$ cat src/design/wsm_pkg.sv
// Shared types and constants for the window sum max finder.
package wsm_pkg;

   localparam int SUM_OUT_W  = 20;
   localparam int ROW_OUT_W  = 12;
   localparam int COL_OUT_W  = 10;
   localparam int CSR_ADDR_W = 1;
   localparam int CSR_DATA_W = 13;
   localparam int ROWS_CSR_W = 13;
   localparam int COLS_CSR_W = 11;

   localparam logic [CSR_ADDR_W-1:0] CSR_NUM_ROWS = 1'b0;
   localparam logic [CSR_ADDR_W-1:0] CSR_NUM_COLS = 1'b1;

   typedef struct packed {
      logic                 interior;
      logic                 frame_end;
      logic [ROW_OUT_W-1:0] row;
      logic [COL_OUT_W-1:0] col;
   } item_ctrl_type;

   typedef struct packed {
      logic                 found;
      logic [COL_OUT_W-1:0] best_col;
      logic [ROW_OUT_W-1:0] best_row;
      logic [SUM_OUT_W-1:0] best_sum;
   } result_type;

endpackage

$ cat src/design/wsm_search.sv
// Column sums, window sum and running maximum search.
module wsm_search #(
   parameter int VALUE_WIDTH = 16
) (
   input  logic                   clock,
   input  logic                   reset,
   input  logic                   fire,
   input  logic [VALUE_WIDTH-1:0] cur_value,
   input  logic [VALUE_WIDTH-1:0] upper,
   input  logic [VALUE_WIDTH-1:0] middle,
   input  wsm_pkg::item_ctrl_type ctrl,
   output wsm_pkg::result_type    result
);

   import wsm_pkg::*;

   localparam int COLSUM_W = VALUE_WIDTH + 2;
   localparam int SUM_W    = VALUE_WIDTH + 4;

   logic [COLSUM_W-1:0]        cs0_ff, cs0_in;
   logic [COLSUM_W-1:0]        cs1_ff, cs1_in;
   logic [SUM_W-1:0]           max_ff, max_in;
   logic [ROW_OUT_W-1:0]       row_ff, row_in;
   logic [COL_OUT_W-1:0]       col_ff, col_in;
   logic                       have_ff, have_in;
   logic [COLSUM_W-1:0]        col_sum;
   logic [SUM_W-1:0]           win_sum;
   logic                       upd;
   logic [SUM_W-1:0]           new_max;
   logic [ROW_OUT_W-1:0]       new_row;
   logic [COL_OUT_W-1:0]       new_col;
   logic [SUM_W+SUM_OUT_W-1:0] sum_ext;

   always_comb begin
      col_sum = COLSUM_W'(upper) + COLSUM_W'(middle) + COLSUM_W'(cur_value);
      win_sum = SUM_W'(col_sum) + SUM_W'(cs0_ff) + SUM_W'(cs1_ff);
      upd     = ctrl.interior && (!have_ff || (win_sum > max_ff));
      new_max = upd ? win_sum : max_ff;
      new_row = upd ? ctrl.row : row_ff;
      new_col = upd ? ctrl.col : col_ff;
      sum_ext = {{SUM_OUT_W{1'b0}}, new_max};

      result.found    = have_ff || upd;
      result.best_sum = sum_ext[SUM_OUT_W-1:0];
      result.best_row = new_row;
      result.best_col = new_col;

      cs0_in  = cs0_ff;
      cs1_in  = cs1_ff;
      max_in  = max_ff;
      row_in  = row_ff;
      col_in  = col_ff;
      have_in = have_ff;
      if (fire) begin
         if (ctrl.frame_end) begin
            cs0_in  = '0;
            cs1_in  = '0;
            max_in  = '0;
            row_in  = '0;
            col_in  = '0;
            have_in = 1'b0;
         end else begin
            cs0_in  = cs1_ff;
            cs1_in  = col_sum;
            max_in  = new_max;
            row_in  = new_row;
            col_in  = new_col;
            have_in = have_ff || upd;
         end
      end
   end

   always_ff @(posedge clock) begin
      if (reset) begin
         cs0_ff  <= '0;
         cs1_ff  <= '0;
         max_ff  <= '0;
         row_ff  <= '0;
         col_ff  <= '0;
         have_ff <= 1'b0;
      end else begin
         cs0_ff  <= cs0_in;
         cs1_ff  <= cs1_in;
         max_ff  <= max_in;
         row_ff  <= row_in;
         col_ff  <= col_in;
         have_ff <= have_in;
      end
   end

endmodule

$ cat config.mk
export PLATFORM = sky130hd
export DESIGN_NAME = wsm_search
export DESIGN_NICKNAME = d
export VERILOG_FILES = /design/src/design/wsm_pkg.sv /design/src/design/wsm_search.sv
export SDC_FILE = /design/constraint.sdc
export NUM_CORES = 1
export LEC_CHECK = 0
export ABC_AREA = 0
export BUFFER_PORTS_ARGS = -buffer_cell sky130_fd_sc_hd__buf_2
export CORE_MARGIN = 2
export CORE_UTILIZATION = 30
export CTS_CLUSTER_DIAMETER = 60
export DETAILED_ROUTE_END_ITERATION = 12
export PLACE_DENSITY = 0.58
export SETUP_SLACK_MARGIN = 0.02
export SYNTH_ARGS = -nofsm -noshare
export SYNTH_HDL_FRONTEND = slang
export SYNTH_SLANG_ARGS = --single-unit
$ cat constraint.sdc
create_clock -name clock -period 9.6 [get_ports clock]
set_input_delay 0 -clock clock [delete_from_list [all_inputs] [get_ports clock]]
set_output_delay 0 -clock clock [all_outputs]
set_load 0.05 [all_outputs]
* Word-level counts from Yosys, hierarchy flattened
Index checks and enable logic that the tools add are counted.
Storage, ports and cells: register bits 79, bits in latches 0, bits in writable memories 0, bits in read-only memories 0, input port bits 75, output and inout port bits 43, word-level logic and storage cells 24, memories 0
Cells by class: add/sub/neg operators 4, multipliers 0, div/mod/pow operators 0, magnitude comparators 1, eq/ne operators 0, shifts and indexed selects 0, mux-type cells 9, bitwise logic cells 0, reduce and logical (&&, ||, !) cells 4
Operator list (number):
- $mux W20 | 2
- $mux W18 | 2
- $mux W12 | 2
- $add A19 B18 Y20 | 1
- $gt A20 B20 Y1 | 1
- $mux W10 | 2
- $add A18 B18 Y19 | 1
- $add A17 B16 Y18 | 1
- $add A16 B16 Y17 | 1
- $logic_or A1 B1 Y1 | 2
- $logic_and A1 B1 Y1 | 1
- $logic_not A1 Y1 | 1
- $mux W1 | 1

* Depth between registers and ports, before layout
Gate-level depths: netlist of the first run.
word-level depth 9, depth in mapped cells 27, mapped depth without buffers 25

* Worst setup path after synthesis of the first run
Ideal clock, no wire load.
path type input to output, from in cur_value[1], to out result[0] (netlist bit), arrival time 6.553 ns, data required time 9.600 ns, slack 3.047 ns, stages 24, path buffers 1, path through fa_1 ha_1 fa_1 a21o_1 and3_1 o31a_1 or2_2 fa_1 inv_1 ha_1 and2_1 o311ai_2 a21oi_1 o41ai_1 mux2i_1 nand3_1 ha_1 and4_1 and4_1 o21ai_0 o2111ai_1 nand3_1 clkbuf_1 o21ai_0
RTL lines:
- from (decl) | line wsm_search.sv:8 | input logic [VALUE_WIDTH-1:0] cur_value,
- to (decl) | line wsm_search.sv:12 | output wsm_pkg::result_type result

==> impl_results.md, run 1 <==
* Status: finished, final reports clean
* GRT Residual Overflow at 0
* Number of global-route vias before repair at 4,770
* Wire per inst at 13.1 um
* Cells on worst reg2reg path at 20
* Top cells by area, synth: dfxtp_1, fa_1, ha_1, a22o_1, mux2_2
* Hold Crit Depth at 4
* Detailed Place HPWL at 10,100 um
* Cell taking the most area after synthesis: dfxtp_1
* Register area share after synthesis at 26.6%
* Total Routing Usage GR at 13.6%
* Reg2reg setup slack at 3.93 ns
* First-pass GRT wire length at 22,600 um
* Port Buf Inserts at 117
* Clk pwr share at 21.3%
* Final Critical Period at 7.15 ns
* Setup Buffers After CTS at 0
* Initial Util at 30.5%
* Nets at 931
* Endpoint, Worst Hold: cs1_ff[0]
* Combinational Power Share at 56.9%
* Ys flop type: dfxtp_1
* Pre-Repair DR Iteration Count at 4
* Die W at 145 um
* RR Endpoint: row_ff[7]
* Clk root buf: clkbuf_16
* Clock Tree Buf Depth at 2
* Setup WS post-layout at 2.45 ns
* Post-synth top area share at 26.6%
* Pint at 0.908 mW
* FF+latch count, synth at 79
* Post-Syn Area at 5940 um^2
* TritonCTS clock tree: done
* Async set-reset flop share out of synthesis at 0%
* R2r startpoint: cs1_ff[2]
* Area growth, synth to finish at 23.3%
* PostCTS Resize Cnt at 0
* Post-synth EDFFs at 0
* Hold WC Path Type: in -> reg
* IO Count at 118
* Switch Pwr at 0.750 mW
* Detailed Route Iter0 Violations at 174
* Final setup fails at 0
* Post-Syn Nets at 801
* Clk slew on worst S/H paths at 0.06 ns
* Power per cell area at 226 nW/um^2
* Fmax at 0.140 GHz
* # DRC at 0
* Antenna Cells at 0
* Clk sinks at 79
* Post-Layout Cell Count at 1,038
* Cell count after synthesis at 638
* Rows at 51
* RD Place Congestion at 0.752
* Worst Path Class, Setup: in -> out
* Switching share of total power at 45.2%
* Worst path required time at 9.60 ns
* Ys Warns at 0
* Unrepaired setup endpoints after global routing: no
* Leak Pwr at 3.34 nW
* Final hold vios at 0
* VDD IR-drop max at 0.0900 mV
* CTS Hold Bufs at 23
* Vias/cell at 4.67
* Critical Path Start Type: input port
* Avg Cell Area, Syn at 9.31 um^2
* Vias at 4,847
* Routed Antenna Nets at 0
* Setup WS pre-CTS at 2.12 ns
* Num CTS Buffers at 9
* Crit. End Element: output port
* CP Max Fanout at 27
* Area of the core at 19,500 um^2
* DIE HEIGHT at 145 um
* Worst Tran Pin Value at 0.812 ns
* Pin count of the biggest net entering global routing at 50
* WL final at 13,600 um
* Max capacitance violation total at 0
* Slew Viols, Final at 0
* H-tree levels at 3
* Inst Count DP at 999
* Slew Limit Headroom at 45.9%
* Hold Startpoint: middle[0]
* Setup_tns at 0 ns
* Setup Skew at 0.00706 ns
* Fin crit share at 74.5%
* Die area at 20,900 um^2
* Clk_lat worst skew at 0.35 ns
* Initial antenna violation count at 0
* Flop pwr share at 21.8%
* Layout cells sized above 1 at 23.4%
* Synth unique cells at 49
* Crit path arrival time at 7.15 ns
final cells by class:
| cell class | instances | area (um^2) |
|---|---|---|
| Inverter | 69 | 259 |
| Sequential cell | 79 | 1580 |
| Multi-Input combinational cell | 465 | 4010 |
| Clock inverter | 5 | 57.6 |
| Timing Repair Buffer | 144 | 846 |
| Tap cell | 265 | 332 |
| Fill cell | 1964 | 12100 |
| Clock buffer | 11 | 243 |
logic make-up (layout without fill, tap and decap cells):
kind of cell	count (synthesis)	after routing	share of synthesized area, %
compound gates	181	181	21.8
simple gates	135	135	11.9
buf+inv	94	229	6.02
fa+ha+maj	88	88	23.1
flops	79	79	26.6
mux	36	36	6.80
xor+xnor	25	25	3.69
power by group through the flow:
stage                     combinational [mW]  sequential [mW]  clock (mW)
after detailed placement               0.935            0.368           0
after global routing                    1.07            0.363       0.376
after global placement                 0.937            0.368           0
after CTS                              0.952            0.361       0.366
after floorplan                        0.723            0.365           0
final                                  0.944            0.361       0.353
worst max path at each step:
stage	startpoint	cells after the start	slack (ns)	end
after floorplan	cur_value[1]	24	3.05	result[0]
after global placement	cur_value[1]	28	2.20	col_ff[3]
after detailed placement	cur_value[1]	28	2.12	max_ff[14]
after CTS	cur_value[1]	27	2.35	result[19]
after global routing	cur_value[1]	26	1.82	result[19]
final	cur_value[1]	27	2.45	result[18]
layer usage:
metal / routed length [um] / part of all wire, % / GRT usage [%]
met5: 0 / 0 / 0
met1: 7340 / 54 / 19.2
met4: 157 / 1.2 / 3.68
met2: 5400 / 40 / 21.0
met3: 724 / 5.3 / 2.90
flip-flops by register name (all words and copies together), names as in the netlist:
name	flops
cs0_ff	18
row_ff	12
cs1_ff	18
max_ff	20
col_ff	10
have_ff	1
Yosys cell counts, types with 6 or more instances:
| cell | number |
|---|---|
| clkbuf_1 | 20 |
| a22o_1 | 47 |
| nor2_1 | 30 |
| nand3_1 | 6 |
| inv_1 | 69 |
| mux2_2 | 35 |
| nand2_1 | 29 |
| o22ai_1 | 15 |
| nand3b_1 | 9 |
| dfxtp_1 | 79 |
| nor2b_1 | 20 |
| ha_1 | 52 |
| a21o_1 | 17 |
| nand2b_1 | 13 |
| a21oi_1 | 44 |
| xnor2_1 | 14 |
| xor2_1 | 11 |
| fa_1 | 36 |
| nor3_1 | 7 |
| o21ai_0 | 18 |
| o21a_1 | 6 |
| and4_1 | 6 |
layout by cell type, fill, tap and decap left out, drive strengths merged, types with 2 or more instances in the layout:
master / instances
buf: 121
dfxtp: 79
inv: 69
ha: 52
a22o: 47
a21oi: 45
fa: 36
mux2: 35
nor2: 30
nand2: 29
dlygate4sd3: 23
nor2b: 20
o21ai: 18
a21o: 17
o22ai: 15
xnor2: 14
nand2b: 13
xor2: 11
clkbuf: 11
nand3b: 9
nor3: 7
o21a: 6
and4: 6
nand3: 6
a211oi: 5
o21bai: 5
and3: 4
or2: 4
a211o: 3
or3: 3
nand4: 3
o211a: 3
a2bb2oi: 3
clkinvlp: 3
o311ai: 3
o211ai: 2
a31oi: 2
stage by stage:
step           utilization (%)  power [mW]  hold slack (ns)  instance area (um^2)
2_1_floorplan                -        1.09            0.133                  5940
3_3_place_gp              34.9        1.30            0.233                  6800
3_5_place_dp              34.9        1.30            0.234                  6800
4_1_cts                   37.6        1.68            0.122                  7330
5_1_grt                   37.6        1.81            0.176                  7330
6_report                  37.6        1.66            0.138                  7330
worst max-delay path, cell delays in order:
cell and delay (ns):
buf_2 0.11, fa_1 0.47, ha_1 0.26, fa_1 0.41
a21o_1 0.20, and3_1 0.20, o31a_1 0.28, o21a_1 0.17
nor2_1 0.11, xnor2_1 0.22, fa_1 0.48, ha_1 0.37
and3_1 0.23, o311ai_2 0.08, a21oi_1 0.09, o41ai_1 0.56
mux2i_1 0.25, nand3_1 0.16, ha_1 0.31, and4_1 0.23
and4_1 0.21, o21ai_0 0.08, o2111ai_1 0.12, nand3_2 0.53
buf_4 0.47, mux2_2 0.28, buf_2 0.26
Power figures use the tool's default switching activity.
==> run 2: changes to the inputs <==
Settings changed: ABC_AREA 0 to 1, PLACE_DENSITY 0.58 to 0.57.
Clock period 9.6 ns to 6.6 ns, I/O delays scaled along.
==> impl_results.md, run 2 <==
* R2r startpoint: cs0_ff[1]
* Vias at 6,630
* Clk_lat worst skew at 0.35 ns
* Post-synth EDFFs at 0
* Clock Tree Buf Depth at 2
* Hold WC Path Type: in -> reg
* Flop pwr share at 20.4%
* Commonest cells in the netlist: nand2_1, inv_1, dfxtp_1, a21oi_1, nand3_1
* CP most frequent cell: nand2_1
* WL final at 18,100 um
* Wire per inst at 12.3 um
* # DRC at 0
* Cells on worst reg2reg path at 28
* Area growth, synth to finish at 14.8%
* Port Buf Inserts at 117
* Clk pwr share at 19.0%
* Post-synth top area share at 20.7%
* Cell count after synthesis at 1,048
* Max reg flops at 20
* H-tree levels at 3
* IO Count at 118
* Switch Pwr at 1.26 mW
* Routed Antenna Nets at 0
* Setup_tns at 0 ns
* Final hold vios at 0
* Cell taking the most area after synthesis: dfxtp_1
* Switching share of total power at 49.3%
* Die area at 26,700 um^2
* Die W at 163 um
* Pre-Repair DR Iteration Count at 4
* Ys Warns at 0
* Critical Path Start Type: input port
* Fin crit share at 91.6%
* Worst Tran Pin Value at 1.14 ns
* Most flop-heavy register: max_ff
* Unrepaired setup endpoints after global routing: yes
* Setup WS pre-CTS at 0.442 ns
* TritonCTS clock tree: done
* Top Registers: max_ff x20, cs0_ff x18, cs1_ff x18
* Antenna Cells at 0
* Setup Buffers After CTS at 0
* Clk root buf: clkbuf_16
* CP Launch Point: cur_value[1]
* Combinational Power Share at 60.5%
* First-pass GRT wire length at 31,100 um
* Area of the core at 25,100 um^2
* Setup Skew at 0.00755 ns
* CP max stage cell: fa_1
* Slew Viols, Final at 0
* Clk sinks at 79
* Endpoint, Worst Hold: row_ff[7]
* Most common cell in the netlist: nand2_1
* DIE HEIGHT at 163 um
* Top cells by area, synth: dfxtp_1, nand2_1, fa_1, inv_1, ha_1
* Met3 usage at 1.98%
* Setup WS post-layout at 0.552 ns
* CP Max Fanout at 42
* Slowest stage delay, CP at 0.47 ns
* Grt met1 use at 18.0%
* Commonest non-fill, non-tap cell in the layout: nand2_1
* Avg Cell Area, Syn at 7.28 um^2
* Leak Pwr at 4.10 nW
* Register area share after synthesis at 20.7%
* Reg2reg setup slack at 2.12 ns
* Total Routing Usage GR at 14.2%
* Most frequent cells in the layout: nand2_1, inv_1, buf_2, dfxtp_1, a21oi_1
* Post-Syn Area at 7630 um^2
* FF+latch count, synth at 79
* Status: finished, final reports clean
* Vias/cell at 4.48
* Crit. End Element: output port
* Layout cells sized above 1 at 23.9%
* Post-Syn Nets at 1,211
* Detailed Route Iter0 Violations at 259
* Ys flop type: dfxtp_1
* Worst path required time at 6.60 ns
* Hold Startpoint: ctrl[17]
* Initial antenna violation count at 0
* Fmax at 0.165 GHz
* GRT Residual Overflow at 0
* Met2 global-route usage at 25.4%
* Synth unique cells at 36
* Num CTS Buffers at 9
* Worst hold margin at 0.0456 ns
* Rows at 58
* Clk slew on worst S/H paths at 0.06 ns
* Max capacitance violation total at 0
* Async set-reset flop share out of synthesis at 0%
* Final Critical Period at 6.05 ns
* Hold Crit Depth at 5
* Pint at 1.30 mW
* Final setup fails at 0
* Number of global-route vias before repair at 6,538
* Detailed Place HPWL at 13,400 um
* Pin count of the biggest net entering global routing at 81
* RD Place Congestion at 0.815
* Power per cell area at 292 nW/um^2
* VDD IR-drop max at 0.115 mV
* Slew Limit Headroom at 24.1%
* Initial Util at 30.4%
* Nets at 1,308
* CTS Hold Bufs at 0
* Worst Path Class, Setup: in -> out
* Crit path arrival time at 6.05 ns
* GRT Max-Usage Layer: met2
* RR Endpoint: col_ff[4]
## run 2: cell count changes after synthesis, moves of 44 or more
cell	change
nand3_1	+58
a22o_1	-47
and2_1	+44
nand2_1	+224
inv_1	+111
## run 2: stage by stage
step | instances | power, mW | cell area (um^2) | utilization (%)
2_1_floorplan | 1048 | 1.74 | 7630 | -
3_3_place_gp | 1463 | 2.09 | 8460 | 33.7
3_5_place_dp | 1463 | 2.09 | 8460 | 33.7
4_1_cts | 1479 | 2.60 | 8750 | 34.8
5_1_grt | 1480 | 2.81 | 8760 | 34.9
6_report | 1480 | 2.56 | 8760 | 34.9
## run 2: cells by family after synthesis
| group | count (synthesis) | share of synthesized area (%) |
|---|---|---|
| AND/OR/NAND/NOR | 500 | 35.6 |
| buffers and inverters | 223 | 12.2 |
| AO/OA/AOI/OAI | 140 | 11.5 |
| adder cells (fa/ha/maj) | 88 | 18.0 |
| flip-flops | 79 | 20.7 |
| XOR/XNOR | 18 | 2.07 |
## run 2: power by group through the flow
stage | logic, mW | clock network, mW | registers, mW
after detailed placement | 1.56 | 0 | 0.533
after global placement | 1.55 | 0 | 0.533
after global routing | 1.77 | 0.520 | 0.526
final | 1.55 | 0.487 | 0.522
after CTS | 1.57 | 0.503 | 0.522
after floorplan | 1.21 | 0 | 0.529
## run 2: per-layer routing
metal  share of wire [%]  up-vias
li1                    -     3461
met1                  48     3050
met2                  48      101
met3                 2.8       18
met4                 1.3        0
met5                   0        -
## run 2: area by class of cell
class / instances / area (um^2)
repair buffers: 123 / 649
clock buffers: 12 / 256
well taps: 330 / 413
flip-flops and latches: 79 / 1580
fillers: 2738 / 16300
inverters: 185 / 694
clock inverters: 4 / 28.8
multi-input cells: 747 / 5140
## run 2: critical path, delay by kind of cell
family | cells | cell delay (ns)
buf+inv | 6 | 0.84
compound gates | 1 | 0.26
fa+ha+maj | 6 | 2.18
simple gates | 25 | 2.75
## run 2: repair_timing
action                                 4_1_cts  5_1_grt
gates resized for setup                      0        1
setup endpoints to repair                    0       41
endpoints found under the hold margin        0        0
## run 2: worst max path at each step
stage,depth (start not counted),slack [ns],end
after floorplan,37,1.49,result[10]
after global placement,38,0.51,result[15]
after detailed placement,38,0.44,result[15]
after CTS,38,0.42,result[15]
after global routing,38,0.01,result[25]
final,38,0.55,result[15]
